`src/design/tcsm_pkg.sv`:
```
// ----------------------------------------------------------------------------
// tcsm_pkg
// shared constants, types and helpers for the topic cosine similarity core
// ----------------------------------------------------------------------------
package tcsm_pkg;

  localparam int MaxTopics = 64;
  localparam int TopicW    = $clog2(MaxTopics);
  localparam int GramDepth = MaxTopics * (MaxTopics + 1) / 2;
  localparam int GramAw    = $clog2(GramDepth);
  localparam int GramW     = 48;
  localparam int ValW      = 16;
  localparam int TotW      = 28;
  localparam logic [GramW-1:0] GramMax = {GramW{1'b1}};

  typedef enum logic [3:0] {
    ST_CLEAR,
    ST_IDLE,
    ST_EXP,
    ST_MAC_RD,
    ST_MAC_WR,
    ST_DIAG,
    ST_ROOT,
    ST_PAIR_RD,
    ST_DIV,
    ST_MEAN,
    ST_OUT
  } state_t;

  function automatic logic [16:0] exp_lut(input logic [3:0] k);
    logic [16:0] v;
    case (k)
      4'd0:    v = 17'd65536;
      4'd1:    v = 17'd62757;
      4'd2:    v = 17'd60097;
      4'd3:    v = 17'd57549;
      4'd4:    v = 17'd55109;
      4'd5:    v = 17'd52773;
      4'd6:    v = 17'd50535;
      4'd7:    v = 17'd48393;
      4'd8:    v = 17'd46341;
      4'd9:    v = 17'd44376;
      4'd10:   v = 17'd42495;
      4'd11:   v = 17'd40693;
      4'd12:   v = 17'd38968;
      4'd13:   v = 17'd37316;
      4'd14:   v = 17'd35734;
      default: v = 17'd34219;
    endcase
    return v;
  endfunction

  function automatic logic [GramAw-1:0] tri_base(input logic [TopicW-1:0] hi);
    logic [GramAw:0] h;
    h = {{(GramAw-TopicW+1){1'b0}}, hi};
    return GramAw'((h * (h + 1'b1)) >> 1);
  endfunction

endpackage

```
`src/design/tcsm_exp.sv`:
```
// ----------------------------------------------------------------------------
// tcsm_exp
// multicycle fixed-point exponential, one multiply per cycle
// ----------------------------------------------------------------------------
module tcsm_exp (
  input  logic        clk,
  input  logic        rst_n,
  input  logic        start,
  input  logic [15:0] log_prob,
  output logic        done,
  output logic [15:0] value
);
  import tcsm_pkg::*;

  logic [2:0]  step_r, step_nxt;
  logic [32:0] t_r, t_nxt;
  logic [31:0] a_r, a_nxt;
  logic [33:0] p_r, p_nxt;
  logic [15:0] v_r, v_nxt;
  logic [16:0] m;
  logic [5:0]  n;
  logic [49:0] prod;

  assign m    = log_prob[15] ? (17'h10000 - {1'b0, log_prob}) : 17'd0;
  assign n    = t_r[31:26];
  assign prod = 50'(exp_lut(t_r[25:22])) * 50'(p_r);

  always_comb begin
    step_nxt = step_r;
    t_nxt = t_r;
    a_nxt = a_r;
    p_nxt = p_r;
    v_nxt = v_r;
    case (step_r)
      3'd0: begin
        if (start) begin
          t_nxt = 33'(m) * 33'd94549;
          step_nxt = 3'd1;
        end
      end
      3'd1: begin
        a_nxt = 32'((29'(t_r[21:10]) * 29'd45426) >> 16);
        step_nxt = 3'd2;
      end
      3'd2: begin
        p_nxt = 34'd65536 - 34'(a_r) + 34'((a_r * a_r) >> 17);
        step_nxt = 3'd3;
      end
      3'd3: begin
        if (t_r[32:26] > 7'd16) begin
          v_nxt = '0;
        end else if ((prod >> (6'd16 + n)) > 50'd65535) begin
          v_nxt = 16'hFFFF;
        end else begin
          v_nxt = 16'(prod >> (6'd16 + n));
        end
        step_nxt = 3'd4;
      end
      default: step_nxt = 3'd0;
    endcase
  end

  always_ff @(posedge clk) begin
    if (!rst_n) begin
      step_r <= 3'd0;
    end else begin
      step_r <= step_nxt;
    end
    t_r <= t_nxt;
    a_r <= a_nxt;
    p_r <= p_nxt;
    v_r <= v_nxt;
  end

  assign done  = (step_r == 3'd4);
  assign value = v_r;
endmodule

```
`config.mk`:
```
export PLATFORM = sky130hd
export DESIGN_NAME = tcsm_exp
export DESIGN_NICKNAME = d
export VERILOG_FILES = /design/src/design/tcsm_pkg.sv /design/src/design/tcsm_exp.sv
export SDC_FILE = /design/constraint.sdc
export NUM_CORES = 2
export LEC_CHECK = 0
export ABC_AREA = 1
export BUFFER_PORTS_ARGS = -buffer_cell sky130_fd_sc_hd__buf_2
export CORE_ASPECT_RATIO = 0.75
export CORE_MARGIN = 4
export CORE_UTILIZATION = 40
export DETAILED_ROUTE_END_ITERATION = 8
export REMOVE_ABC_BUFFERS = 1
export SYNTH_ARGS = -nofsm -noshare
export SYNTH_HDL_FRONTEND = slang
export SYNTH_SLANG_ARGS = --single-unit
export TNS_END_PERCENT = 100
```
`constraint.sdc`:
```
create_clock -name clk -period 10.5 [get_ports clk]
set_clock_uncertainty 0.05 [all_clocks]
set_input_delay 2.1 -clock clk [delete_from_list [all_inputs] [get_ports clk]]
set_output_delay 2.1 -clock clk [all_outputs]
set_load 0.05 [all_outputs]
```
==> flow_summary.toml <==
[routing]
wl_um = 67300
num_vias = 22511
ant_nets = 0
routedWlPerCell_um = 14.2
drt_iter0_drc = 1482
first_pass_iters = 6
drc = 0
vias_per_cell = 4.76

[sta]
max_clock_freq_mhz = 104
slew_violations = 0
min_period_over_period = 0.917
finalHoldViolCount = 0
finalSetupTns_ns = 0
rsz0062_at_grt = "no"
period_minus_slack_ns = 9.63
worst-slew-pin-transition_ns = 1.11
max_slew_margin = 0.254
final-setup-viol-count = 0

[global_routing]
antenna_found_initial = 0
grt_pass1_wl_um = 115000
track_usage = 0.179
grt_overflow = 0
grt_max_degree = 41
first_global_vias = 22832

[setup_path]
max_stage_delay_ns = 0.77
startpoint_type = "input pin"
worstSetupEndpointType = "flip-flop"
cp.required_ns = 10.68
slowest_stage = "nor3_1"
cp.arrival_ns = 9.81
timing_worst_setup_path_type = "input pin to flip-flop"
cp_max_fo = 7
path_common_cell = "inv_1"

[clock_tree]
cts_tree = "done"
clk-insertion-delay-late_ns = 0.37
clkTransAtPathRegs_ns = 0.07
hold_buffers = 0
cts_buffers = 9
cts-root-buf = "clkbuf_16"
clockBufferDepth = 2
cts_setup_buffers = 0
cts_sinks = 89
cts_htree_levels = 3
cts_resized = 0

[synthesis]
yosysSeqAreaShare = 0.0849
ys_warn_count = 0
synth.top_cell.area_share = 0.311
synth_top_area_cell = "fa_1"
synth-edff-count = 69
ys_seq_elements = 89
synth.most_common_cell = "inv_1"
syn_area_per_cell_um2 = 7.60
async_flop_share = 0
synth_ff_type = "edfxtp_1"
ys_top_cells_by_area = "fa_1, ha_1, inv_1"
yosys.cell_types.count = 49
synth_commonest_cells = "inv_1, nand2_1, fa_1, ha_1, nand3_1"
synth_cells = 3830
netlist_area_um2 = 29100

[floorplanning]
die_area_um2 = 77200
start_util = 0.405
num_rows = 85
coreArea_um2 = 72000
io_pins = 36
fp.dieW_um = 320
die_h_um = 242

[finish]
drive_gt1_frac = 0.0307
antennaDiodeCount = 0
final_nets = 4672
final_cells = 4734
area_delta_synth_final_pct = 4.50

[run_status]
status = "complete, no violations"

[placement]
portBuffers = 35
place_inst = 4718
dp_hpwl_um = 57700
place_congestion = 0.922

[flow_run]
cap_viol_max_count = 0

[min_path]
hp-class = "flip-flop to flip-flop"
## cells by family (layout without fill, tap and decap cells)
logic type / count (synthesis) / count (layout) / synth area share
DFF: 89 / 89 / 0.0849
adders and majority gates: 881 / 881 / 0.495
buffers and inverters: 1171 / 1113 / 0.152
AOI/OAI and AO/OA: 292 / 292 / 0.0565
xor gates and xnor gates: 85 / 85 / 0.0256
and+or+nand+nor: 1310 / 1310 / 0.186
other: 2 / 7 / 0.000258
## cell usage in the layout, fill, tap and decap left out, types with 3 or more instances in the layout
cell       count
a211oi_1       5
a21o_1         9
a21oi_1      114
a21oi_2       11
a31oi_1        8
and2_1         4
buf_2         35
buf_4         11
clkbuf_16      9
clkinv_1       4
conb_1         7
dfxtp_1       20
edfxtp_1      69
fa_1         453
ha_1         428
inv_1       1044
inv_2          3
nand2_1      915
nand2_2       14
nand3_1      185
nand3_2        8
nand4_1       16
nor2_1       116
nor2_2         9
nor3_1        23
nor3_2         3
nor4_1         6
o211ai_1       8
o21a_1         7
o21ai_0      103
o21ai_1        7
o21bai_1       6
o221ai_1       3
o31ai_1        4
or2_2          3
xnor2_1       26
xor2_1        59
## area by class of cell
| class | instances | area [um2] |
|---|---|---|
| Tap cell | 957 | 1200 |
| Fill cell | 7452 | 41600 |
| Inverter | 1051 | 3950 |
| Clock inverter | 6 | 61.3 |
| Clock buffer | 10 | 239 |
| Multi-Input combinational cell | 2575 | 22300 |
| Timing Repair Buffer | 46 | 258 |
| Sequential cell | 89 | 2470 |
## metal layers
metal,up-vias,global-route usage,wire (um)
met5,-,0,0
met4,0,0.0266,733
met3,48,0.0232,3600
met2,460,0.271,28300
met1,10667,0.276,34600
li1,11336,-,-
## worst paths after layout
kind / to / from / slack, ns / cells after the start
setup / recovery: flip-flop / log_prob[0] / 0.87 / 34
hold / removal: step_r[2]$_SDFFE_PN0P_ / step_r[0]$_SDFFE_PN0P_ / 0.51 / 2
setup reg to reg: p_r[14]$_DFFE_PN_ / a_r[5]$_DFFE_PN_ / 2.98 / 27
hold reg to reg: step_r[2]$_SDFFE_PN0P_ / step_r[0]$_SDFFE_PN0P_ / 0.51 / 2
## worst max-delay path: cells and delay by family
family | cells | cell delay [ns]
AOI/OAI and AO/OA | 7 | 1.46
xor gates and xnor gates | 1 | 0.16
and+or+nand+nor | 9 | 1.97
buffers and inverters | 8 | 0.71
adders and majority gates | 9 | 3.41
## through the flow
| stage | util | hold WS, ns | area [um2] | worst slack (ns) |
|---|---|---|---|---|
| 2_1_floorplan | - | 0.418 | 28700 | 1.67 |
| 3_3_place_gp | 0.419 | 0.477 | 30100 | 0.743 |
| 3_5_place_dp | 0.419 | 0.490 | 30100 | 0.552 |
| 4_1_cts | 0.423 | 0.503 | 30400 | 0.936 |
| 5_1_grt | 0.423 | 0.528 | 30400 | 0.192 |
| 6_report | 0.423 | 0.505 | 30400 | 0.869 |
Power is not shown: default switching activity piles up to over one toggle a cycle in this logic, so the estimate is an artifact.
