### src/design/tcsm_sqrt.sv
// ----------------------------------------------------------------------------
// tcsm_sqrt
// bit-pair integer square root, one result bit per cycle
// ----------------------------------------------------------------------------
module tcsm_sqrt (
  input  logic        clk,
  input  logic        rst_n,
  input  logic        start,
  input  logic [47:0] radicand,
  output logic        busy,
  output logic [23:0] root
);
  logic [47:0] x_r, x_nxt, res_r, res_nxt, bit_r, bit_nxt;
  logic        busy_r, busy_nxt;

  always_comb begin
    x_nxt = x_r;
    res_nxt = res_r;
    bit_nxt = bit_r;
    busy_nxt = busy_r;
    if (start) begin
      x_nxt = radicand;
      res_nxt = '0;
      bit_nxt = 48'h1 << 46;
      busy_nxt = 1'b1;
    end else if (busy_r) begin
      if (x_r >= res_r + bit_r) begin
        x_nxt = x_r - (res_r + bit_r);
        res_nxt = (res_r >> 1) + bit_r;
      end else begin
        res_nxt = res_r >> 1;
      end
      bit_nxt = bit_r >> 2;
      if (bit_r[0]) begin
        busy_nxt = 1'b0;
      end
    end
  end

  always_ff @(posedge clk) begin
    if (!rst_n) begin
      busy_r <= 1'b0;
    end else begin
      busy_r <= busy_nxt;
    end
    x_r <= x_nxt;
    res_r <= res_nxt;
    bit_r <= bit_nxt;
  end

  assign busy = busy_r;
  assign root = res_r[23:0];
endmodule

### config.mk
export PLATFORM = sky130hd
export DESIGN_NAME = tcsm_sqrt
export DESIGN_NICKNAME = d
export VERILOG_FILES = /design/src/design/tcsm_sqrt.sv
export SDC_FILE = /design/constraint.sdc
export NUM_CORES = 1
export LEC_CHECK = 0
export BUFFER_PORTS_ARGS = -buffer_cell sky130_fd_sc_hd__clkbuf_2
export CORE_UTILIZATION = 35
export CTS_CLUSTER_SIZE = 10
export DETAILED_ROUTE_END_ITERATION = 6
export SLEW_MARGIN = 20
export SYNTH_ARGS = -nofsm -noshare
export SYNTH_HDL_FRONTEND = slang
export SYNTH_SLANG_ARGS = --single-unit
### constraint.sdc
create_clock -name clk -period 10.5 [get_ports clk]
set_clock_uncertainty 0.15 [all_clocks]
set_input_delay 1.05 -clock clk [delete_from_list [all_inputs] [get_ports clk]]
set_output_delay 1.05 -clock clk [all_outputs]
set_load 0.01 [all_outputs]
==> impl_metrics.yaml, run 1 <==
critical_path:
  worstReg2RegStart: "res_r[12]"
  cp.required_ns: 10.48
  r2r_setup_slack_ns: 3.94
  setup.worst_path.start_class: "flip-flop"
  worst_ep_arrival_time_ns: 6.54
  reg2regPathDepth: 21
  r2r_end: "x_r[43]"
  path_class: "reg -> reg"
  end_kind: "flip-flop"
  critPathMaxFanout: 88
worst_hold_path:
  whs_endpoint: "res_r[0]"
  worstHoldPathType: "reg -> reg"
  whs_path_depth: 2
  hp-start: "res_r[0]"
floorplan:
  ios: 76
  num_rows: 64
  die_y_um: 178
  fp.dieW_um: 178
  dieArea_um2: 31800
  core-area_um2: 30600
  start_util: 0.356
timing:
  slew_headroom: 0.358
  hold_viol_final: 0
  maxClockFrequency_ghz: 0.153
  maxSlewViolCount: 0
  setup_viol: 0
  finalCritPeriodShare: 0.624
  tns_ns: 0
  tightest_slew_ns: 0.963
  timing.final.crit_period_ns: 6.56
  rsz0062_at_grt: "false"
  finalWorstSetupSlack_ns: 3.94
  whs_ns: 0.373
cts:
  cts_setup_buffers: 0
  cts_made_buffers: 17
  cts.sinks: 121
  clk_pin_slew_ns: 0.06
  htree_num_levels: 4
  clkLatencyLatePin_ns: 0.44
  cts_hold_buf: 0
  post_cts_resized: 0
  clk_path_buf_depth: 2
  cts_tree: "done"
  cts_root_buffer: "clkbuf_16"
routing:
  dr_total_vias: 10000
  wl_um: 30300
  drc: 0
  drt_iter0_markers: 750
  wire_per_inst_um: 17.1
  first_pass_iters: 5
  drtAntennaViolNets: 0
  avgViaCountPerCell: 5.68
grt:
  antenna_found_initial: 0
  grt_first_pass_wirelength_um: 48600
  grt_max_degree: 89
  gr-usage-all-layers: 0.193
  grt_pass1_vias: 9238
  grt_overflow: 0
power:
  power_leakage_nw: 4.67
  combPwrFrac: 0.509
  power_density_nw_per_um2: 235
  p_switching_mw: 1.19
  power_frac_seq: 0.249
  swShare: 0.421
  ir_worst_vdd_uv: 129
  internal-power_mw: 1.63
  power_mw: 2.82
  clockPowerShare: 0.242
flow_run:
  max-cap-violations: 0
yosys:
  synthArstFlopShare: 0
  seq_area_frac_synth: 0.266
  ys_ff_latch: 121
  synth_fp_nets: 1500
  synth_area_per_cell_um2: 8.07
  synth-edff-count: 48
  synthFlopType: "dfxtp_1"
  syn_inst: 1350
  netlist_area_um2: 10900
  ys.warnings.count: 0
  synth_cell_type_count: 72
cells_and_area:
  final_nets: 1506
  n_antenna_cell: 0
  drive_gt1_frac: 0.110
  multi_input_comb_area_um2: 7360
  stdcell_area_um2: 12000
  fill_cells: 3149
  regArea_um2: 2910
  final_cells: 1765
  utilization: 0.392
  areaGrowthSynthToFinish_pct: 10.0
placement:
  placed_cell_area_um2: 11300
  post-place-ws_ns: 4.05
  place_inst: 1733
  io_buffers: 75
  gp_congestion: 0.891
  place_hpwl_um: 22000
outcome:
  outcome: "finished clean"
placed cells by master (no fill, tap or decap), types with 7 or more instances in the layout:
cell type,synthesis,routed
a211oi_1,25,25
edfxtp_1,48,48
a311oi_1,13,13
a21oi_1,77,77
nand4_1,31,31
o21a_1,18,18
dfxtp_1,73,72
mux2i_1,36,36
a31oi_1,39,39
clkbuf_16,0,17
o21bai_1,16,16
a21o_1,34,34
clkbuf_2,1,74
nand2_1,126,126
xor2_1,51,51
nand2b_1,9,9
a31o_2,10,10
and3_1,15,15
o21ai_0,122,121
ha_1,98,98
o21ai_1,8,8
nand3_1,23,23
nor3_1,25,25
buf_4,27,7
nor2b_1,16,16
inv_1,38,38
nor2_1,141,141
or3_1,15,15
xnor2_1,54,54
final cells by class:
| class | instances | share of cell area |
|---|---|---|
| Clock inverter | 14 | 0.0190 |
| Timing Repair Buffer | 81 | 0.0353 |
| Tap cell | 396 | 0.0413 |
| Multi-Input combinational cell | 1096 | 0.614 |
| Sequential cell | 121 | 0.243 |
| Inverter | 39 | 0.0122 |
| Clock buffer | 18 | 0.0358 |
worst max-delay path by stage:
stage                         start      end  slack [ns]  depth (start not counted)
after floorplan           res_r[10]   x_r[0]        2.32                         19
after global placement     res_r[2]  x_r[47]        4.09                         21
after detailed placement   res_r[2]  x_r[47]        4.05                         21
after CTS                  res_r[2]  x_r[43]        3.98                         21
after global routing      res_r[12]  x_r[43]        3.53                         21
final                     res_r[12]  x_r[43]        3.94                         21
metal layers:
metal / vias to the layer above / track usage / share of wire / routed length (um)
met3: 38 / 0.0301 / 0.051 / 1540
met2: 279 / 0.320 / 0.46 / 14000
met4: 0 / 0.0561 / 0.016 / 479
met5: - / 0 / 0 / 0
li1: 4964 / - / - / -
met1: 4737 / 0.258 / 0.47 / 14300
flip-flops by register name, summed over array words and instances (netlist names):
register,flops
busy,1
bit_r,24
res_r,48
x_r,48
cells in the mapped netlist, drive strengths merged (3+ instances only):
master	n	share of area
nand3	23	0.011
mux2	4	0.0041
edfxtp	48	0.13
a211o	5	0.0040
and2	6	0.0034
a311oi	14	0.012
nand2	126	0.043
clkbuf	60	0.021
xnor2	54	0.043
nor4	8	0.0063
or3	15	0.0086
a211oi	31	0.025
xor2	51	0.041
and3	15	0.0086
o31ai	7	0.0053
nor3	26	0.012
buf	34	0.025
dfxtp	73	0.13
o21a	18	0.012
nand4	31	0.018
a221o	3	0.0028
mux2i	36	0.033
ha	98	0.11
a21oi	77	0.035
o21bai	16	0.011
o221ai	4	0.0032
o211ai	4	0.0028
a31oi	39	0.022
inv	38	0.013
nor2	141	0.049
a221oi	8	0.0076
nor2b	16	0.0092
o21ai	130	0.060
a31o	10	0.0080
nand2b	9	0.0052
or2	6	0.0034
a21o	34	0.023
o211a	3	0.0028
power by group through the flow:
stage,logic [mW],clock network [mW],registers (mW)
final,1.44,0.682,0.704
after global placement,1.39,0,0.711
after CTS,1.42,0.689,0.704
after global routing,1.60,0.711,0.716
after detailed placement,1.41,0,0.711
after floorplan,1.17,0,0.677
logic make-up (layout without fill, tap and decap cells):
kind of cell / after synthesis / after routing / synth area share
mux: 40 / 40 / 0.0372
fa+ha+maj: 99 / 99 / 0.114
simple gates: 430 / 430 / 0.184
xor+xnor: 105 / 105 / 0.0844
buf+inv: 133 / 152 / 0.0592
compound gates: 422 / 422 / 0.254
flops: 121 / 121 / 0.266
worst max-delay path, stage by stage, from the launching register on:
cell and delay, ns:
dfxtp_1 0.41, ha_1 0.41, nand4_1 0.10, or2_1 0.26, o31a_1 0.32, o21a_1 0.20
nor3_2 0.32, a31o_2 0.26, a31oi_1 0.13, nor2_1 0.12, nor2_1 0.06, xor2_1 0.15
ha_1 0.40, a21o_1 0.22, a21o_1 0.17, a21oi_1 0.18, o221ai_1 0.17, a211o_1 0.28
a221oi_1 0.36, o31a_4 0.83, o21ai_4 0.27, buf_4 0.36
(Power assumes the default switching activity.)
==> run 2: changes to the inputs <==
Clock period 10.5 ns to 5.7 ns, I/O delays scaled along.
==> impl_metrics.yaml, run 2 (synthesized netlist as in run 1, its figures left out) <==
routing:
  wl_um: 30000
  drt_iter0_markers: 583
  drtAntennaViolNets: 0
  dr_total_vias: 9991
  avgViaCountPerCell: 5.51
  drc: 0
  first_pass_iters: 5
  wire_per_inst_um: 16.5
worst_hold_path:
  whs_path_depth: 2
  worstHoldPathType: "in -> reg"
  whs_endpoint: "busy"
  hp-start: "rst_n"
critical_path:
  crit_chain: "ha_1 -> nand4_1 -> or2_1 -> o31a_1 -> buf_4 -> o21a_1 -> o31ai_2 -> a31oi_1 -> xor2_1 -> ha_1 -> nand4_1 -> or2_1 -> nand3b_1 -> and4b_1 -> o31a_4 -> buf_12 -> buf_12 -> or3_1 -> a311oi_1"
  path_class: "reg -> reg"
  r2r_setup_slack_ns: 0.28
  r2r_end: "res_r[7]"
  reg2regPathDepth: 19
  setup.worst_path.start_class: "flip-flop"
  worstReg2RegStart: "bit_r[8]"
  cp.required_ns: 5.86
  worst_ep_arrival_time_ns: 5.58
  end_kind: "flip-flop"
  cp_slowest_cell: "ha_1"
  critPathMaxFanout: 22
  critPathMaxStageDelay_ns: 0.43
grt:
  grt_busiest_layer: "met2"
  grt_max_degree: 87
  met2_usage: 0.318
  grt_pass1_vias: 9657
  grt_overflow: 0
  grt_use_met1: 0.258
  grt_first_pass_wirelength_um: 48800
  gr-usage-all-layers: 0.193
  antenna_found_initial: 0
  gr-usage-met3: 0.0326
floorplan:
  num_rows: 64
  die_y_um: 178
  ios: 76
  start_util: 0.356
  fp.dieW_um: 178
  core-area_um2: 30600
  dieArea_um2: 31800
placement:
  gp_congestion: 0.881
  place_inst: 1780
  placed_cell_area_um2: 11700
  io_buffers: 75
  place_hpwl_um: 22500
timing:
  maxSlewViolCount: 0
  tns_ns: 0
  hold_viol_final: 0
  timing.final.crit_period_ns: 5.42
  maxClockFrequency_ghz: 0.185
  tightest_slew_ns: 1.05
  setup_viol: 0
  slew_headroom: 0.297
  rsz0062_at_grt: "false"
  finalCritPeriodShare: 0.950
power:
  clockPowerShare: 0.210
  combPwrFrac: 0.547
  p_switching_mw: 2.20
  ir_worst_vdd_uv: 187
  internal-power_mw: 3.02
  power_leakage_nw: 4.93
  power_density_nw_per_um2: 422
  swShare: 0.422
  power_frac_seq: 0.243
cells_and_area:
  final_cell_mix: "nor2_1 (141), nand2_1 (126), o21ai_0 (121), ha_1 (98), a21oi_1 (75)"
  top_regs: "res_r x48, x_r x48, bit_r x24"
  drive_gt1_frac: 0.144
  stdcell_area_um2: 12400
  final_cells: 1812
  n_antenna_cell: 0
  layout_commonest_cell: "nor2_1"
  areaGrowthSynthToFinish_pct: 13.5
  final_nets: 1553
cts:
  htree_num_levels: 4
  cts_hold_buf: 0
  cts_setup_buffers: 0
  clk_path_buf_depth: 2
  cts.sinks: 121
  cts_made_buffers: 17
  clkLatencyLatePin_ns: 0.43
  post_cts_resized: 0
  clk_pin_slew_ns: 0.06
  cts_tree: "done"
  cts_root_buffer: "clkbuf_16"
flow_run:
  max-cap-violations: 0
outcome:
  outcome: "finished clean"
-- run 2: cell types whose count changed in the layout (fill, tap and decap cells not counted), moves of 2 or more --
cell	change
buf_4	+42
bufinv_16	-6
buf_12	+5
clkbuf_16	+3
a21oi_1	-2
a21oi_2	+2
clkbuf_8	+2
inv_4	+2
-- run 2: how the worst max path moves through the flow --
stage          depth (start not counted)  endpoint  startpoint
6_report                              19  res_r[7]    bit_r[8]
5_1_grt                               21  res_r[7]   res_r[10]
4_1_cts                               19  res_r[7]    bit_r[8]
3_5_place_dp                          24  res_r[6]    bit_r[8]
3_3_place_gp                          24  res_r[8]    bit_r[8]
2_1_floorplan                         19    x_r[0]   res_r[10]
-- run 2: critical path, delay by kind of cell (launching register included) --
kind	cells	cell delay, ns
buf+inv	3	0.49
xor+xnor	1	0.17
flops	1	0.35
fa+ha+maj	2	0.77
simple gates	7	1.69
compound gates	6	1.67
-- run 2: through the flow --
| stage | power (mW) | utilization | setup WS [ns] | hold slack (ns) |
|---|---|---|---|---|
| global route | 5.60 | 0.404 | 0.0142 | 0.211 |
| finish | 5.22 | 0.404 | 0.284 | 0.217 |
| global placement | 4.07 | 0.384 | 0.324 | 0.346 |
| detailed placement | 4.09 | 0.384 | 0.323 | 0.364 |
| floorplan | 3.40 | - | 0.207 | 0.329 |
| CTS | 5.21 | 0.403 | 0.231 | 0.216 |
-- run 2: final cells by class --
cell class                      instances  area [um^2]
Clock buffer                           23          532
Tap cell                              396          495
Inverter                               39          146
Timing Repair Buffer                  128          838
Clock inverter                          9         56.3
Fill cell                            3156        18200
Multi-Input combinational cell       1096         7390
Sequential cell                       121         2910
-- run 2: per-layer routing --
metal	vias to the layer above	wire, um
met5	-	0
met4	0	460
met3	34	1290
met2	233	13500
met1	4673	14700
li1	5051	-
-- run 2: power groups by stage --
stage               registers (mW)  logic [mW]  clock network, mW
finish                        1.27        2.85               1.10
global placement              1.28        2.78                  0
CTS                           1.27        2.83               1.11
floorplan                     1.24        2.16                  0
detailed placement            1.29        2.80                  0
global route                  1.29        3.16               1.15
