## src/design/tcsm_ram.sv

```systemverilog
// ----------------------------------------------------------------------------
// tcsm_ram
// generic single-port ram with registered read
// ----------------------------------------------------------------------------
module tcsm_ram #(
  parameter int Width = 8,
  parameter int Depth = 16
) (
  input  logic                     clk,
  input  logic                     we,
  input  logic [$clog2(Depth)-1:0] addr,
  input  logic [Width-1:0]         wdata,
  output logic [Width-1:0]         rdata
);
  logic [Width-1:0] mem [Depth];

  always_ff @(posedge clk) begin
    if (we) begin
      mem[addr] <= wdata;
    end
    rdata <= mem[addr];
  end
endmodule

```

## config.mk

```make
export PLATFORM = sky130hd
export DESIGN_NAME = tcsm_ram
export DESIGN_NICKNAME = d
export VERILOG_FILES = /design/src/design/tcsm_ram.sv
export SDC_FILE = /design/constraint.sdc
export NUM_CORES = 1
export LEC_CHECK = 0
export ABC_CLOCK_PERIOD_IN_PS = 2150
export BUFFER_PORTS_ARGS = -buffer_cell sky130_fd_sc_hd__buf_4
export CORE_UTILIZATION = 54
export DETAILED_ROUTE_END_ITERATION = 10
export PLACE_DENSITY_LB_ADDON = 0.05
export SLEW_MARGIN = 5
export SYNTH_ARGS = -nofsm -noshare
export SYNTH_HDL_FRONTEND = slang
export SYNTH_SLANG_ARGS = --single-unit
```

## constraint.sdc

```tcl
create_clock -name clk -period 2.15 [get_ports clk]
set_clock_uncertainty 0.15 [all_clocks]
set_input_delay 0.43 -clock clk [delete_from_list [all_inputs] [get_ports clk]]
set_output_delay 0.43 -clock clk [all_outputs]
set_load 0.005 [all_outputs]
```

==> flow_summary.toml, run 1 <==
[status]
status = "complete, no violations"

[worst_hold_path]
hold_end = "mem[0][7]"
whs_path_depth = 1
hold_start = "wdata[7]"
hold_class = "in -> reg"

[setup_path]
path_max_fanout = 1
critPathCaptureType = "output pin"
slowest_stage = "dfxtp_1"
rr_worst_depth = 3
rrSetupSlack_ns = 0.64
worstSetupPathType = "reg -> out"
worstPathArrival_ns = 0.94
path_cells = "buf_4"
crit_path_max_incr_delay_ns = 0.30
cp-start-kind = "flip-flop"
crit_family = "flip-flops"
r2r_start = "mem[0][3]"
required_ns = 1.57
r2r-end = "rdata[3]"
critPathBufInv = 1

[final_layout]
antenna_cells = 0
drive_above_1_share = 0.353
stdcell_count = 403
final_util = 0.687
area_delta_synth_final_pct = 20.5
layout_common_cells = "edfxtp_1 (128), buf_4 (42), mux4_2 (32)"
fin_nets = 296
final_common_cell = "edfxtp_1"
fill_cells = 551
design_area_um2 = 6110

[job]
cap_violations = 0

[synthesis]
syn_inst = 230
ys_warn_count = 0
yosysSeqAreaShare = 0.790
ys_seq_elements = 136
synth_cell_types = 18
syn_nets = 244
syn_area_per_cell_um2 = 22.0
syn_area_um2 = 5070

[power]
power_density_nw_per_um2 = 1020
peakVddDrop_mv = 0.674
p_leak_nw = 2.06

[floorplan]
io_pins = 22
core-area_um2 = 8890
die-area_um2 = 9780
start_util = 0.570
rows = 34
die_x_um = 98.9
die_h_um = 98.9

[global_route]
grt_pass1_vias = 2500
grt_max_degree = 21
grt_pass1_wl_mm = 14.9
grt_use_total = 0.223
antenna_found_initial = 0
gr-total-overflow = 0

[timing]
slew_viol_final = 0
maxSlewHeadroom = 0.451
final.min_clock_period_ns = 1.52
rsz0062_at_grt = "false"
tightest_slew_ns = 0.821
tns_ns = 0
setup_ws_ns = 0.635
post-route-period-util = 0.705
hold_viol = 0
max_freq_mhz = 660
setup_viol = 0

[clock_network]
clk_pin_slew_ns = 0.06
post_cts_resized = 0
postCtsSetupBuffers = 0
clkLatencyLatePin_ns = 0.50
cts_tree = "yes"
htree_levels = 4
cts_buffers = 17
hold_buffers = 0
cts.sinks = 136
cts_root_buf = "clkbuf_8"
clockBufferDepth = 2

[drt]
via_per_inst = 6.07
wirelength_mm = 9.62
ant_nets = 0
vias = 2445
drc = 0
dr.pass1.iters = 4
wl_per_cell_um = 23.9
dr.first_iter.drc_count = 196

[placed_design]
place_inst = 371
gp_congestion = 0.734
dp_hpwl_mm = 6.00
port_buffers = 21
place_ws_ns = 0.121
placedInstanceArea_um2 = 5500
-- Yosys cell counts --
cell | count | area [um^2]
edfxtp_1 | 128 | 3840
mux4_2 | 32 | 721
a22oi_1 | 16 | 120
nor2_1 | 13 | 48.8
nand2_1 | 9 | 33.8
dfxtp_1 | 8 | 160
buf_1 | 4 | 15.0
nor3_1 | 4 | 20.0
buf_2 | 2 | 10.0
buf_6 | 2 | 22.5
clkbuf_1 | 2 | 7.51
nand2b_1 | 2 | 12.5
nand3b_1 | 2 | 15.0
nor2b_1 | 2 | 12.5
and2_1 | 1 | 6.26
clkbuf_2 | 1 | 5.00
nand3_1 | 1 | 5.00
or3b_2 | 1 | 8.76
-- cell families after synthesis --
kind of cell    synth area share
compound gates            0.0237
flops                      0.790
buf+inv                   0.0119
mux                        0.142
simple gates              0.0321
-- registers in the layout (all words and copies together), names as in the netlist --
register	count
mem	128
rdata	8
-- report_power, final --
part	switching [W]	total [W]	internal, W
combinational	0.000158	0.000298	0.000141
sequential	0.0000156	0.00298	0.00296
clock	0.00101	0.00296	0.00195
total	0.00118	0.00623	0.00505
-- layout make-up --
class | instances | area [um^2] | share of cell area
clock buffer | 24 | 460 | 0.0754
clock inverter | 8 | 148 | 0.0242
multi-input combinational | 83 | 1000 | 0.164
sequential | 136 | 4000 | 0.656
tap | 108 | 135 | 0.0221
timing repair buffer | 44 | 355 | 0.0582
-- metrics by stage --
step	hold slack [ns]	total power (W)
4_1_cts	0.0745	0.00627
2_1_floorplan	0.379	0.00319
6_report	0.0874	0.00623
5_1_grt	0.0878	0.00640
3_3_place_gp	0.504	0.00333
3_5_place_dp	0.522	0.00334
-- layer usage --
| layer | GRT usage | vias up | part of all wire | routed length [um] |
|---|---|---|---|---|
| met5 | 0 | - | 0 | 0 |
| met4 | 0.104 | 0 | 0.018 | 173 |
| met3 | 0.0433 | 14 | 0.051 | 487 |
| met2 | 0.339 | 83 | 0.49 | 4710 |
| met1 | 0.316 | 1281 | 0.44 | 4250 |
| li1 | - | 1067 | - | - |
-- worst max-delay path by stage --
stage               startpoint          to  slack [ns]  depth (start not counted)
floorplan              addr[2]   mem[0][0]        0.08                          2
global placement       addr[0]    rdata[3]        0.12                          5
detailed placement     addr[1]  mem[13][3]        0.12                          3
CTS                   rdata[3]    rdata[3]        0.61                          1
global route           addr[1]   mem[5][5]        0.57                          3
finish                rdata[7]    rdata[7]        0.63                          1
Power figures use the tool's default switching activity.
==> run 2, diff against run 1 <==
- ABC_AREA: not set -> 1
- ABC_CLOCK_PERIOD_IN_PS: 2150 -> 1200
- CORE_UTILIZATION: 54 -> 55
- clock period: 2.15 -> 1.2 ns (I/O delays scaled with it)
==> run 2 against run 1 <==
The flow now finishes with violations (setup timing). Worst setup slack worse by 0.82 ns. Clock power is 98% higher. Total power is 93% higher. Final area is 14% higher. Via count is 54% higher. Critical endpoint is now rdata[3]. Core utilization is 2.5 points higher. Global-route usage is 4.8 points higher. Synthesized area is 10% higher.
==> flow_summary.toml, run 2 <==
[final_layout]
drive_above_1_share = 0.179
antenna_cells = 0
reg_top3 = "mem x128, rdata x8"
final_util = 0.712
fin_nets = 603
fill_cells = 736
largest_reg_flops = 128
layout_common_cells = "nand2_1 (338), edfxtp_1 (128), buf_4 (22)"
final_common_cell = "nand2_1"
largest_register = "mem"
area_delta_synth_final_pct = 25.0

[setup_path]
cp-start-kind = "flip-flop"
worstPathArrival_ns = 0.99
crit_path_max_incr_delay_ns = 0.36
path_cells = "buf_6"
worstSetupPathType = "reg -> out"
slowest_stage = "dfxtp_2"
critPathCaptureType = "output pin"
critPathBufInv = 1
path_max_fanout = 1
crit_family = "flip-flops"
required_ns = 0.81

[floorplan]
start_util = 0.570
die_x_um = 103
core-area_um2 = 9820
die-area_um2 = 10600
die_h_um = 103
rows = 36
io_pins = 22

[power]
power_density_nw_per_um2 = 1720
p_int_w = 0.00959
pwr-share-clk = 0.487
p_seq_frac = 0.445
p_leak_nw = 2.91
comb_power_share = 0.067
swShare = 0.204
netSwitchingPower_w = 0.00246
peakVddDrop_mv = 1.24

[timing]
rsz0062_at_grt = "true"
hold_viol = 0
final.min_clock_period_ns = 1.38
max_freq_mhz = 724
hold_slack_ns = 0.112
post-route-period-util = 1.15
setup_ws_ns = -0.182
slew_viol_final = 0
tightest_slew_ns = 0.308
maxSlewHeadroom = 0.795
setup_viol = 8

[status]
status = "finished with violations"
violations = "setup timing"

[drt]
dr.pass1.iters = 5
drc = 0
ant_nets = 0
wl_per_cell_um = 17.4
via_per_inst = 5.13
dr.first_iter.drc_count = 180
wirelength_mm = 12.8
vias = 3768

[clock_network]
clockBufferDepth = 2
cts.sinks = 136
cts_buffers = 17
clkLatencyLatePin_ns = 0.53
cts_tree = "yes"
clk_pin_slew_ns = 0.06
cts_root_buf = "clkbuf_8"
htree_levels = 4

[synthesis]
yosysMostFrequentCell = "nand2_1"
synth-edff-count = 128
synth_commonest_cells = "nand2_1 (346), edfxtp_1 (128), inv_1 (21)"
syn_nets = 562
async_reset_ff_frac = 0
yosys-top-cells-area = "edfxtp_1 (69%), nand2_1 (23%), dfxtp_1 (2.9%)"
ys_seq_elements = 136
yosysSeqAreaShare = 0.716
synth_top_area_share = 0.687
syn_area_um2 = 5590
ys_warn_count = 0
syn_inst = 548
syn_area_per_cell_um2 = 10.2
synth_cell_types = 11
ys.flop_type = "edfxtp_1"
synth_top_cell_by_area = "edfxtp_1"

[global_route]
gr-total-overflow = 0
grt_max_degree = 45
grt_pass1_wl_mm = 20.0
grt_pass1_vias = 3791
antenna_found_initial = 0
grt_use_total = 0.271

[placed_design]
dp_hpwl_mm = 8.02
gp_congestion = 0.840
port_buffers = 21

[worst_hold_path]
hold_class = "in -> reg"

[job]
cap_violations = 0
run 2: routing by layer:
layer / vias to the layer above / share of wire / track usage
li1: 1844 / - / -
met1: 1793 / 0.43 / 0.368
met2: 109 / 0.49 / 0.422
met3: 22 / 0.059 / 0.0685
met4: 0 / 0.021 / 0.109
met5: - / 0 / 0
run 2: area by class of cell:
type                       instances  area [um^2]  area share
inverter                          23          111      0.0159
tap                              133          166      0.0238
clock inverter                    14          253      0.0362
timing repair buffer              43          435      0.0623
clock buffer                      18          418      0.0598
multi-input combinational        368         1590       0.228
sequential                       136         4010       0.574
run 2: cells by family (layout without fill, tap and decap cells):
group	Yosys count	in the layout	synth area share
buffers and inverters	44	98	0.0362
DFF	136	136	0.716
and+or+nand+nor	368	368	0.248
run 2: final timing paths:
path	slack [ns]	to	cells after the start	from
setup reg to reg	0.04	rdata[3]	8	mem[14][3]
hold reg to reg	0.55	rdata[0]	8	mem[3][0]
hold / removal	0.11	rdata[0]	7	addr[2]
setup / recovery	-0.18	rdata[3]	1	rdata[3]
run 2: timing repair:
| item | CTS | global route |
|---|---|---|
| gates cloned | 0 | 0 |
| pin swaps | 0 | 12 |
| setup endpoints to repair | 8 | 12 |
| setup buffers | 0 | 0 |
| resized for setup | 16 | 10 |
| hold endpoints to repair | 128 | 0 |
| hold buffers | 8 | 0 |
run 2: power groups by stage:
stage / registers (W) / logic (W) / clock network [W]
final: 0.00537 / 0.000810 / 0.00587
after global routing: 0.00537 / 0.000894 / 0.00615
after CTS: 0.00537 / 0.000805 / 0.00595
after detailed placement: 0.00545 / 0.000757 / 0
after global placement: 0.00545 / 0.000751 / 0
after floorplan: 0.00544 / 0.000443 / 0
run 2: per-stage QoR:
step                worst slack (ns)  power (W)  instance area (um^2)  setup TNS [ns]  cells
finish                        -0.182     0.0121                  6990           -1.24    735
global route                  -0.211     0.0124                  6990           -1.51    735
CTS                           -0.207     0.0121                  6970           -1.43    735
detailed placement            -0.289    0.00621                  6180          -32.42    695
global placement              -0.280    0.00620                  6180          -30.91    695
floorplan                     -0.141    0.00588                  5870          -14.37    548
==> run 3, diff against run 2 <==
--- a/config.mk
+++ b/config.mk
@@ -12,4 +12,6 @@
 export DETAILED_ROUTE_END_ITERATION = 10
 export PLACE_DENSITY_LB_ADDON = 0.05
+export SETUP_SLACK_MARGIN = 0.02
+export SKIP_LAST_GASP = 1
 export SLEW_MARGIN = 5
 export SYNTH_ARGS = -nofsm -noshare
==> constraint.sdc (replaced) <==
create_clock -name clk -period 1.2 [get_ports clk]
set_clock_uncertainty 0.15 [all_clocks]
set_input_delay 0.36 -clock clk [delete_from_list [all_inputs] [get_ports clk]]
set_output_delay 0.36 -clock clk [all_outputs]
set_load 0.005 [all_outputs]
==> run 3 against run 2 <==
The flow still finishes with violations (setup timing). Clock power is 19% lower. Final area shrank 2.6%. Sequential power hardly changed. Wire length shrank 5.4%. Non-clock buffer count down 7. Register-to-register slack better by 0.04 ns. Core utilization decreased by 1.8 points. Fmax down 6.8%. Sequential cell count stayed put. Final cell count shrank 0.95%. Sequential share of layout area up 1.5 points. Critical endpoint is now rdata[5].
==> flow_summary.toml, run 3 (synthesized netlist as in run 2, its figures left out) <==
[setup_path]
critPathCaptureType = "output pin"
r2r-end = "rdata[5]"
r2r_start = "mem[3][5]"
cp-start-kind = "flip-flop"
worstSetupPathType = "reg -> out"
required_ns = 0.69
crit_family = "flip-flops"
path_max_fanout = 1
worstPathArrival_ns = 0.97
slowest_stage = "dfxtp_2"
rrSetupSlack_ns = 0.08
rr_worst_depth = 8
crit_path_max_incr_delay_ns = 0.36
path_cells = "buf_6"
critPathBufInv = 1

[global_route]
antenna_found_initial = 0
gr-total-overflow = 0
grt_max_degree = 39
grt_pass1_vias = 3520
grt_pass1_wl_mm = 18.4
grt_use_total = 0.252

[power]
peakVddDrop_mv = 1.47
p_leak_nw = 2.81
power_density_nw_per_um2 = 1600

[final_layout]
final_common_cell = "nand2_1"
design_area_um2 = 6810
largest_reg_flops = 128
largest_register = "mem"
fill_cells = 767
area_delta_synth_final_pct = 21.8
drive_above_1_share = 0.200
multi_input_area_um2 = 1620
fin_nets = 596
antenna_cells = 0
register_area_um2 = 4010
reg_top3 = "mem x128, rdata x8"
final_util = 0.694
stdcell_count = 728
layout_common_cells = "nand2_1 (326), edfxtp_1 (128), buf_4 (25)"

[clock_network]
clkLatencyLatePin_ns = 0.52
cts_root_buf = "clkbuf_8"
cts_buffers = 17
clk_pin_slew_ns = 0.06
clockBufferDepth = 2
postCtsSetupBuffers = 0
cts.sinks = 136
cts_tree = "yes"
htree_levels = 4

[floorplan]
start_util = 0.570
die-area_um2 = 10600
die_x_um = 103
rows = 36
io_pins = 22
die_h_um = 103
core-area_um2 = 9820

[drt]
wl_per_cell_um = 16.6
wirelength_mm = 12.1
dr.pass1.iters = 5
ant_nets = 0
vias = 3668
via_per_inst = 5.04
drc = 0
dr.first_iter.drc_count = 184

[worst_hold_path]
hold_end = "mem[5][4]"
hold_start = "wdata[4]"
whs_path_depth = 1
hold_class = "in -> reg"

[status]
violations = "setup timing"
status = "finished with violations"

[timing]
tightest_slew_ns = 0.305
post-route-period-util = 1.24
tns_ns = -2.07
max_freq_mhz = 674
setup_viol = 8
rsz0062_at_grt = "true"
final.min_clock_period_ns = 1.48
hold_viol = 0
maxSlewHeadroom = 0.796
slew_viol_final = 0
hold_slack_ns = 0.0429
setup_ws_ns = -0.284

[placed_design]
placedInstanceArea_um2 = 6190
place_inst = 696
dp_hpwl_mm = 7.43
gp_congestion = 0.972
port_buffers = 21

[job]
cap_violations = 0
[run 3: cell types whose count changed in the layout (fill, tap and decap cells not counted), moves of 3 or more]
cell           delta
bufinv_16         -6
clkinvlp_4        +3
nand2_1          -12
nand2_2          +12
inv_6             +4
dlygate4sd3_1     -8
buf_4             +3
[run 3: where the power goes]
| group | internal, W | leakage (nW) | switching (W) |
|---|---|---|---|
| combinational | 0.000271 | 1.34 | 0.000515 |
| clock | 0.00276 | 0.246 | 0.00197 |
| sequential | 0.00532 | 1.22 | 0.0000385 |
| total | 0.00835 | 2.81 | 0.00253 |
[run 3: worst max path at each step]
stage | start | to | slack [ns] | depth (start not counted)
CTS | rdata[2] | rdata[2] | -0.30 | 1
global placement | addr[0] | mem[0][0] | -0.39 | 4
finish | rdata[5] | rdata[5] | -0.28 | 1
detailed placement | addr[0] | mem[0][0] | -0.41 | 4
floorplan | addr[1] | mem[13][0] | -0.26 | 5
global route | rdata[5] | rdata[5] | -0.31 | 1
[run 3: timing repair]
action,4_1_cts,5_1_grt
pin swaps,0,29
setup endpoints to repair,8,16
endpoints found under the hold margin,0,0
resized for setup,6,26
hold buffers,0,0
[run 3: layer usage]
layer  global-route usage  wire [um]
met1                0.317       4820
met3               0.0624        889
met5                    0          0
met2                0.417       6190
met4                0.112        196
[run 3: area by class of cell]
type | instances | area share
clock buffer | 19 | 0.0619
sequential | 136 | 0.589
timing repair buffer | 36 | 0.0522
tap | 133 | 0.0244
multi-input combinational | 368 | 0.238
inverter | 23 | 0.0164
clock inverter | 13 | 0.0180
[run 3: per-stage QoR]
step                power [W]  setup slack (ns)
detailed placement    0.00619            -0.415
global placement      0.00619            -0.394
floorplan             0.00589            -0.260
global route           0.0112            -0.312
finish                 0.0109            -0.284
CTS                    0.0109            -0.304
