<file path="config.mk">
export PLATFORM = sky130hd
export DESIGN_NAME = tcsm_div
export DESIGN_NICKNAME = d
export VERILOG_FILES = /design/src/design/tcsm_div.sv
export SDC_FILE = /design/constraint.sdc
export NUM_CORES = 1
export LEC_CHECK = 0
export BUFFER_PORTS_ARGS = -buffer_cell sky130_fd_sc_hd__buf_4
export CAP_MARGIN = 20
export CORE_MARGIN = 2
export CORE_UTILIZATION = 40
export DETAILED_ROUTE_END_ITERATION = 8
export HOLD_SLACK_MARGIN = 0.02
export PLACE_DENSITY_LB_ADDON = 0.05
export RECOVER_POWER = 50
export SYNTH_ARGS = -nofsm -noshare
export SYNTH_HDL_FRONTEND = slang
export SYNTH_SLANG_ARGS = --single-unit
</file>
<file path="constraint.sdc">
create_clock -name clk -period 3 [get_ports clk]
set_clock_uncertainty 0.2 [all_clocks]
set_input_delay 0.75 -clock clk [delete_from_list [all_inputs] [get_ports clk]]
set_output_delay 0.75 -clock clk [all_outputs]
set_load 0.02 [all_outputs]
</file>
<file path="src/design/tcsm_div.sv">
// ----------------------------------------------------------------------------
// tcsm_div
// restoring divider for the cosine quotient and the mean, clamped at 1.0
// ----------------------------------------------------------------------------
module tcsm_div (
  input  logic        clk,
  input  logic        rst_n,
  input  logic        start,
  input  logic [63:0] dividend,
  input  logic [47:0] divisor,
  output logic        busy,
  output logic [16:0] quot
);
  logic [63:0] q_r, q_nxt;
  logic [47:0] rem_r, rem_nxt;
  logic [48:0] trial;
  logic [47:0] d_r, d_nxt;
  logic [6:0]  cnt_r, cnt_nxt;
  logic        busy_r, busy_nxt;

  assign trial = {rem_r, q_r[63]};

  always_comb begin
    q_nxt = q_r;
    rem_nxt = rem_r;
    d_nxt = d_r;
    cnt_nxt = cnt_r;
    busy_nxt = busy_r;
    if (start) begin
      q_nxt = dividend;
      rem_nxt = '0;
      d_nxt = divisor;
      cnt_nxt = 7'd64;
      busy_nxt = 1'b1;
    end else if (busy_r) begin
      if (trial >= {1'b0, d_r}) begin
        rem_nxt = 48'(trial - {1'b0, d_r});
        q_nxt = {q_r[62:0], 1'b1};
      end else begin
        rem_nxt = trial[47:0];
        q_nxt = {q_r[62:0], 1'b0};
      end
      cnt_nxt = cnt_r - 7'd1;
      if (cnt_r == 7'd1) begin
        busy_nxt = 1'b0;
      end
    end
  end

  always_ff @(posedge clk) begin
    if (!rst_n) begin
      busy_r <= 1'b0;
    end else begin
      busy_r <= busy_nxt;
    end
    q_r <= q_nxt;
    rem_r <= rem_nxt;
    d_r <= d_nxt;
    cnt_r <= cnt_nxt;
  end

  assign busy = busy_r;
  assign quot = (q_r > 64'd65536) ? 17'd65536 : q_r[16:0];
endmodule

</file>
==> flow_metrics.env, run 1 <==
export IMPL_p_leak_uw=0.005862
export IMPL_clock_latency_ps=440
export IMPL_crit_buf_inv=3
export IMPL_async_flop_share_pct=0
export IMPL_finalCriticalPeriod_ps=3405
export IMPL_fin_ws_ps=-404.7
export IMPL_finalHoldViolCount=0
export IMPL_slowest_delay_ps=440
export IMPL_rsz0062_at_grt="yes"
export IMPL_critical_path_arrival_ps=3530
export IMPL_grt_usage_pct=20.70
export IMPL_critical_path_class="register to register"
export IMPL_wirelength_mm=26.53
export IMPL_antenna_found_initial=0
export IMPL_route_detailed_drc=0
export IMPL_syn_inst=975
export IMPL_die_x_um=160.6
export IMPL_cp_start_kind="register"
export IMPL_place_area_um2=12270
export IMPL_ys_flop_type="edfxtp_1"
export IMPL_status="finished with violations"
export IMPL_rows=57
export IMPL_setup_viol=65
export IMPL_htreeDepth=4
export IMPL_synth_area_um2=9812
export IMPL_gr_total_overflow=0
export IMPL_die_area_um2=25800
export IMPL_floorplan_initialDensity_pct=40.58
export IMPL_cts_tree="done"
export IMPL_cts_sinks=168
export IMPL_cp_common_cell="buf_6"
export IMPL_placed_cells=1537
export IMPL_dr_first_iter_drc_count=333
export IMPL_antenna_cells=0
export IMPL_synth_edf_count=112
export IMPL_violations="setup timing"
export IMPL_cts_buffers=17
export IMPL_dr_pass1_iters=4
export IMPL_die_y_um=160.6
export IMPL_finalCritPeriodShare_pct=113.5
export IMPL_wl_per_cell_um=16.55
export IMPL_syn_nets=1141
export IMPL_mostFrequentLayoutCells="buf_4 (215), edfxtp_1 (112), nor2_1 (86)"
export IMPL_port_buffers=132
export IMPL_core_um2=24180
export IMPL_min_path_type="register to register"
export IMPL_ir_drop_mv=0.3104
export IMPL_cts_root_buf="clkbuf_16"
export IMPL_fin_tns_setup_ps=-16730
export IMPL_final_nets=1432
export IMPL_vias=8177
export IMPL_grt_pass1_vias=8298
export IMPL_yosysSeqAreaShare_pct=45.70
export IMPL_pwr_share_seq_pct=37.8
export IMPL_syn2layout_area_growth_pct=43.34
export IMPL_clk_pin_slew_ps=70
export IMPL_dpl_hpwl_mm=17.98
export IMPL_pwr_share_clk_pct=29.4
export IMPL_final_antenna_net_count=0
export IMPL_ios=133
export IMPL_yosys_register_bits=168
export IMPL_end_kind="register"
export IMPL_critPathRequiredTime_ps=3120
export IMPL_slew_limit_headroom_pct=23.39
export IMPL_globalplace_congestion=0.8747
export IMPL_p_int_uw=5123
export IMPL_drive_above_1_share_pct=45.35
export IMPL_drv_slew=0
export IMPL_finalInstanceArea_um2=14060
export IMPL_switchingPower_uw=2502
export IMPL_grt_max_degree=83
export IMPL_cts_path_max_buffers=2
export IMPL_final_common_cell="buf_4"
export IMPL_routed_via_density=5.101
export IMPL_ys_types=66
export IMPL_syn_avg_cell_area_um2=10.06
export IMPL_drv_cap=0
export IMPL_cp_slowest_cell="edfxtp_1"
export IMPL_power_per_cell_area_nw_per_um2=542.1
export IMPL_comb_power_share_pct=32.9
export IMPL_cp_cell_sequence="inv_2 > ha_4 > nor2b_4 > o31a_1 > o31ai_4 > a31o_2 > o21a_4 > o21bai_4 > buf_6 > a311o_2 > buf_6 > nor2_1 > a31oi_1 > o21ai_0 > a21oi_2"
export IMPL_grt_first_pass_wirelength_mm=42.71
export IMPL_p_sw_share_pct=32.81
export IMPL_ys_warn_count=0
export IMPL_path_max_fanout=6
export IMPL_finalNonFillerCells=1603
export IMPL_fmax_ghz=0.2937
export IMPL_critPathTopFamily="compound AO/OA/AOI/OAI gates"
export IMPL_hold_buffers=0
export IMPL_worst_slew_pin_transition_ps=1149
## registers in the layout, indices dropped and copies added, names as in the netlist
signal	count
busy	1
cnt_r	7
d_r	48
q_r	64
rem_r	48
## worst min-delay path, cell delays in order (launching register included)
cell and delay [ps]:
dfxtp_1 310, inv_1 80, a221oi_2 60
## stage by stage
stage,total power (µW),hold slack (ps),worst slack (ps),utilization (%)
2_1_floorplan,4061,265.5,-181.6,-
3_3_place_gp,4897,282.7,-316.1,50.76
3_5_place_dp,4904,281.3,-426.3,50.76
4_1_cts,7514,262.6,-373.0,56.36
5_1_grt,8029,279.7,-500.6,58.17
6_report,7624,295.4,-404.7,58.17
## layer usage
metal / vias up / GRT usage, % / routed length, µm
met2: 164 / 33.27 / 12470
met5: - / 0 / 0
met3: 25 / 5.114 / 1295
li1: 4139 / - / -
met4: 0 / 5.733 / 375
met1: 3849 / 27.90 / 12390
## synth_stat cells, drive strengths merged (18+ instances only)
master    n  area share, %
nand4    19            1.2
nor4     20            1.3
xnor2    28            2.5
mux2     65            7.5
dfxtp    56             11
a21oi    63            3.2
o21ai    38            1.9
a311oi   27            3.5
edfxtp  112             34
ha       50            6.4
xor2     18            1.6
nand2   104            4.0
and2     18            1.1
nor2     92            3.5
clkbuf   33            1.3
inv      66            2.5
## layout make-up
cell class | count | area (µm²)
Fill cell | 2097 | 10110
Multi-Input combinational cell | 693 | 5590
Sequential cell | 168 | 4489
Timing Repair Buffer | 320 | 2719
Clock buffer | 17 | 425.4
Tap cell | 324 | 405.4
Inverter | 66 | 247.7
Clock inverter | 15 | 187.7
## worst paths after layout
path,from,slack [ps],end,depth (start not counted)
max,d_r[1]$_DFFE_PP_,-400,rem_r[46]$_SDFFE_PP0P_,15
min reg2reg,rem_r[39]$_SDFFE_PP0P_,300,rem_r[39]$_SDFFE_PP0P_,2
min,rem_r[39]$_SDFFE_PP0P_,300,rem_r[39]$_SDFFE_PP0P_,2
max reg2reg,d_r[1]$_DFFE_PP_,-400,rem_r[46]$_SDFFE_PP0P_,15
## kinds of logic (layout without fill, tap and decap cells)
kind of cell    after synthesis  count (layout)  share of synthesized area (%)
buf+inv                     114             418                          4.731
flops                       168             168                          45.70
compound gates              214             214                          16.05
fa+ha+maj                    51              51                          6.580
mux                          74              74                          8.378
simple gates                308             308                          14.45
xor+xnor                     46              46                          4.106
## power by group through the flow
stage,Combinational (µW),Clock (µW),Sequential (µW)
final,2500,2240,2880
after global placement,1990,0,2910
after floorplan,1200,0,2860
after detailed placement,2000,0,2910
after CTS,2330,2310,2870
after global routing,2720,2400,2910
## timing repair
item | in CTS | in global routing
buffers inserted | 18 | 16
pin swaps | 47 | 58
resized for setup | 134 | 95
endpoints found under the setup margin | 66 | 65
cloned | 7 | 0
(Power assumes the default switching activity.)
==> run 2, diff against run 1 <==
PLACE_DENSITY_LB_ADDON = 0.1   (was 0.05)
SKIP_CTS_REPAIR_TIMING = 1   (was not set)
==> run 2 against run 1 <==
Setup slack gained 1.6 ps. Non-clock buffer count shrank 10. Wire length shrank 1.7%. Sequential cell count is the same. Critical endpoint is now rem_r[32]$_SDFFE_PP0P_. Combinational power grew 2%. Power grew 1.4%. The flow still finishes with violations (setup timing). Sequential share of layout area shrank 0.13 points. Via count grew 0.53%. Maximum frequency is essentially flat.
==> flow_metrics.env, run 2 (synthesis gave the netlist of run 1 again) <==
export IMPL_globalplace_congestion=0.8560
export IMPL_finalCritPeriodShare_pct=113.4
export IMPL_die_x_um=160.6
export IMPL_rsz0062_at_grt="yes"
export IMPL_r2r_start="q_r[63]$_DFFE_PP_"
export IMPL_met3RoutedLength_mm=1.340
export IMPL_cts_buffers=17
export IMPL_wl_per_cell_um=16.38
export IMPL_critPathRequiredTime_ps=3080
export IMPL_finalHoldViolCount=0
export IMPL_final_antenna_net_count=0
export IMPL_final_nets=1422
export IMPL_finalCriticalPeriod_ps=3403
export IMPL_ir_drop_mv=0.3691
export IMPL_grt_first_pass_wirelength_mm=40.28
export IMPL_cts_sinks=168
export IMPL_final_core_util_pct=58.35
export IMPL_reg_largest_list="q_r (64), d_r (48), rem_r (48)"
export IMPL_mostFrequentLayoutCells="buf_4 (202), edfxtp_1 (112), nor2_1 (85)"
export IMPL_htreeDepth=4
export IMPL_cts_tree="done"
export IMPL_whs_ps=304.6
export IMPL_startpoint="q_r[63]$_DFFE_PP_"
export IMPL_route_detailed_drc=0
export IMPL_largest_reg_flops=64
export IMPL_ios=133
export IMPL_cts_path_max_buffers=2
export IMPL_slew_limit_headroom_pct=18.87
export IMPL_gr_total_overflow=0
export IMPL_power_per_cell_area_nw_per_um2=547.8
export IMPL_critical_path_class="register to register"
export IMPL_clk_pin_slew_ps=70
export IMPL_clock_latency_ps=440
export IMPL_largest_register="q_r"
export IMPL_routed_via_density=5.160
export IMPL_vias=8220
export IMPL_final_common_cell="buf_4"
export IMPL_top_layer="met4"
export IMPL_dr_first_iter_drc_count=333
export IMPL_power_uw=7727
export IMPL_wl_met2_mm=12.52
export IMPL_port_buffers=132
export IMPL_die_area_um2=25800
export IMPL_p_leak_uw=0.005839
export IMPL_cts_root_buf="clkbuf_16"
export IMPL_worst_slew_pin_transition_ps=1217
export IMPL_min_path_type="register to register"
export IMPL_grt_usage_pct=19.28
export IMPL_die_y_um=160.6
export IMPL_critical_path_arrival_ps=3480
export IMPL_dr_pass1_iters=7
export IMPL_drv_cap=0
export IMPL_grt_pass1_vias=8113
export IMPL_end_kind="register"
export IMPL_floorplan_initialDensity_pct=40.58
export IMPL_antenna_found_initial=0
export IMPL_violations="setup timing"
export IMPL_syn2layout_area_growth_pct=43.76
export IMPL_wirelength_mm=26.09
export IMPL_core_um2=24180
export IMPL_fin_ws_ps=-403.1
export IMPL_cp_start_kind="register"
export IMPL_hold_start="rem_r[20]$_SDFFE_PP0P_"
export IMPL_path_max_fanout=4
export IMPL_dpl_hpwl_mm=17.94
export IMPL_grt_max_degree=86
export IMPL_wl_met1_mm=11.93
export IMPL_fmax_ghz=0.2938
export IMPL_rows=57
export IMPL_drv_slew=0
export IMPL_status="finished with violations"
export IMPL_setup_viol=65
export IMPL_antenna_cells=0
export IMPL_drive_above_1_share_pct=44.29
==> run 2: routing by layer <==
layer / track usage [%] / vias up
met3: 5.062 / 21
met4: 5.078 / 0
met1: 25.60 / 3899
li1: - / 4121
met5: 0 / -
met2: 31.33 / 179
==> run 2: area by class of cell <==
class | instances | area (µm²)
flip-flops and latches | 168 | 4484
multi-input cells | 693 | 5589
repair buffers | 310 | 2754
fillers | 2087 | 10070
clock buffers | 17 | 425.4
well taps | 324 | 405.4
clock inverters | 15 | 200.2
inverters | 66 | 247.7
==> run 2: worst paths after layout <==
check	cells past startpoint	endpoint	slack [ps]
hold / removal	2	rem_r[20]$_SDFFE_PP0P_	300
setup reg to reg	15	rem_r[32]$_SDFFE_PP0P_	-400
hold reg to reg	2	rem_r[20]$_SDFFE_PP0P_	300
setup / recovery	15	rem_r[32]$_SDFFE_PP0P_	-400
==> run 2: stage by stage <==
stage | setup slack [ps] | TNS, ps | std cells | area, µm²
2_1_floorplan | -181.6 | -709.0 | 975 | 9854
6_report | -403.1 | -16690 | 1593 | 14110
3_3_place_gp | -302.5 | -11190 | 1528 | 12280
4_1_cts | -536.7 | -18620 | 1560 | 12910
5_1_grt | -567.2 | -25390 | 1593 | 14110
3_5_place_dp | -369.0 | -9453 | 1528 | 12280
==> run 2: power by group <==
| part | total [µW] | switching [µW] | internal, µW | leakage, µW |
|---|---|---|---|---|
| clock | 2310 | 1100 | 1210 | 0.000304 |
| sequential | 2870 | 151 | 2720 | 0.00158 |
| combinational | 2540 | 1230 | 1320 | 0.00396 |
| total | 7730 | 2480 | 5250 | 0.00584 |
==> run 2: critical path, cell delays in order (launching register included) <==
cell and delay [ps]:
edfxtp_1 400, inv_2 90, ha_4 140, fa_2 180, and2b_2 240, o2111ai_4 230
a211oi_4 100, o311ai_4 390, a21boi_2 120, o41a_1 430, buf_4 170, a21o_1 160
nand2_1 70, xnor2_1 80, a21oi_1 190, nor2_1 50
==> run 3, diff against run 2 <==
==> constraint.sdc (replaced) <==
create_clock -name clk -period 3 [get_ports clk]
set_clock_uncertainty 0.2 [all_clocks]
set_input_delay 0.6 -clock clk [delete_from_list [all_inputs] [get_ports clk]]
set_output_delay 0.6 -clock clk [all_outputs]
set_load 0.02 [all_outputs]
==> run 3 against run 2 <==
The run still ends with setup timing left. Sequential cell count unchanged. Sequential power about the same. Clock power decreased by 3%. Combinational power decreased by 13%. Highest routed layer unchanged.
==> flow_metrics.env, run 3 (synthesis gave the netlist of run 1 again) <==
export IMPL_status="finished with violations"
export IMPL_violations="setup timing"
export IMPL_htreeDepth=4
export IMPL_floorplan_initialDensity_pct=40.58
export IMPL_dr_first_iter_drc_count=349
export IMPL_min_path_type="primary input to register"
export IMPL_grt_max_degree=65
export IMPL_largest_reg_flops=64
export IMPL_placed_cells=1528
export IMPL_clk_pin_slew_ps=70
export IMPL_whs_ps=161.3
export IMPL_antenna_cells=0
export IMPL_die_area_um2=25800
export IMPL_critical_path_arrival_ps=3530
export IMPL_p_leak_uw=0.005608
export IMPL_end_kind="register"
export IMPL_grt_usage_pct=19.41
export IMPL_largest_register="q_r"
export IMPL_path_max_fanout=4
export IMPL_cp_start_kind="register"
export IMPL_clock_latency_ps=430
export IMPL_r2r_start="q_r[63]$_DFFE_PP_"
export IMPL_finalCritPeriodShare_pct=114.1
export IMPL_port_buffers=132
export IMPL_vias=8119
export IMPL_die_y_um=160.6
export IMPL_power_uw=7306
export IMPL_r2r_slack_ps=-420
export IMPL_cts_buffers=17
export IMPL_reg_largest_list="q_r (64), d_r (48), rem_r (48)"
export IMPL_mostFrequentLayoutCells="buf_4 (201), edfxtp_1 (112), nand2_1 (103)"
export IMPL_critical_path_class="register to register"
export IMPL_regArea_um2=4488
export IMPL_fillers=2186
export IMPL_drive_above_1_share_pct=38.13
export IMPL_final_antenna_net_count=0
export IMPL_route_detailed_drc=0
export IMPL_ios=133
export IMPL_critPathRequiredTime_ps=3110
export IMPL_cts_root_buf="clkbuf_16"
export IMPL_fmax_ghz=0.2923
export IMPL_ir_drop_mv=0.3623
export IMPL_setup_viol=65
export IMPL_finalNonFillerCells=1575
export IMPL_rows=57
export IMPL_final_nets=1404
export IMPL_antenna_found_initial=0
export IMPL_startpoint="q_r[63]$_DFFE_PP_"
export IMPL_slew_limit_headroom_pct=54.84
export IMPL_multi_input_area_um2=5211
export IMPL_final_common_cell="buf_4"
export IMPL_power_per_cell_area_nw_per_um2=543.0
export IMPL_finalCriticalPeriod_ps=3422
export IMPL_cts_sinks=168
export IMPL_syn2layout_area_growth_pct=37.13
export IMPL_drv_slew=0
export IMPL_reg2reg_depth=15
export IMPL_fin_ws_ps=-421.6
export IMPL_grt_first_pass_wirelength_mm=40.83
export IMPL_wirelength_mm=25.29
export IMPL_final_core_util_pct=55.65
export IMPL_die_x_um=160.6
export IMPL_finalHoldViolCount=0
export IMPL_wl_per_cell_um=16.06
export IMPL_dr_pass1_iters=7
export IMPL_globalplace_congestion=0.8660
export IMPL_cts_path_max_buffers=2
export IMPL_rsz0062_at_grt="yes"
export IMPL_cts_tree="done"
export IMPL_gr_total_overflow=0
export IMPL_endpoint="rem_r[32]$_SDFFE_PP0P_"
export IMPL_rr_endpoint="rem_r[32]$_SDFFE_PP0P_"
export IMPL_dp_slack_ps=-394.0
export IMPL_worst_slew_pin_transition_ps=670.3
export IMPL_grt_pass1_vias=8202
export IMPL_dpl_hpwl_mm=18.19
export IMPL_core_um2=24180
export IMPL_routed_via_density=5.155
export IMPL_drv_cap=0
-- run 3: cell types whose count changed in the layout (fill, tap and decap cells not counted), sizes merged --
cell,change
buf,-15
bufinv,-1
clkbuf,-3
clkinv,-2
clkinvlp,+2
inv,+1
-- run 3: per-stage QoR --
step | cell area [µm²] | setup TNS [ps]
final | 13460 | -10570
after global placement | 12270 | -8139
after global routing | 13460 | -21510
after floorplan | 9854 | -709.0
after detailed placement | 12270 | -9604
after CTS | 12870 | -17110
-- run 3: report_power, final --
part	internal [µW]	total, µW	switching (µW)
Combinational	1120	2210	1090
Clock	1130	2230	1100
Sequential	2720	2870	143
Total	4970	7310	2330
-- run 3: final cells by class --
class | count | share of cell area (%)
inverters | 66 | 1.841
repair buffers | 292 | 18.59
flip-flops and latches | 168 | 33.36
multi-input cells | 693 | 38.73
well taps | 324 | 3.013
clock inverters | 15 | 1.311
clock buffers | 17 | 3.162
-- run 3: worst min-delay path by stage --
stage,startpoint,end,slack [ps],depth (start not counted)
2_1_floorplan,rem_r[41]$_SDFFE_PP0P_,rem_r[41]$_SDFFE_PP0P_,270,2
4_1_cts,divisor[9],d_r[9]$_DFFE_PP_,120,1
6_report,divisor[9],d_r[9]$_DFFE_PP_,160,1
3_3_place_gp,cnt_r[1]$_SDFFE_PP0P_,cnt_r[1]$_SDFFE_PP0P_,290,2
5_1_grt,divisor[38],d_r[38]$_DFFE_PP_,140,1
3_5_place_dp,rem_r[39]$_SDFFE_PP0P_,rem_r[39]$_SDFFE_PP0P_,290,2
-- run 3: layer usage --
metal  routed length (µm)  GRT usage (%)  up-vias
met5                    0              0        -
met4                  313          5.037        0
met3                 1373          4.830       22
met2                11840          31.94      172
met1                11760          25.64     3851
li1                     -              -     4074
-- run 3: worst max-delay path: stages, from the launching register on --
cell	delay, ps
edfxtp_1	410
inv_2	90
ha_4	130
fa_2	190
and2b_2	240
o2111ai_4	220
a211oi_4	110
o311ai_4	400
a21boi_2	110
o41a_1	520
buf_4	180
a21o_1	150
nand2_2	70
xnor2_2	90
a21oi_2	140
nor2_1	60
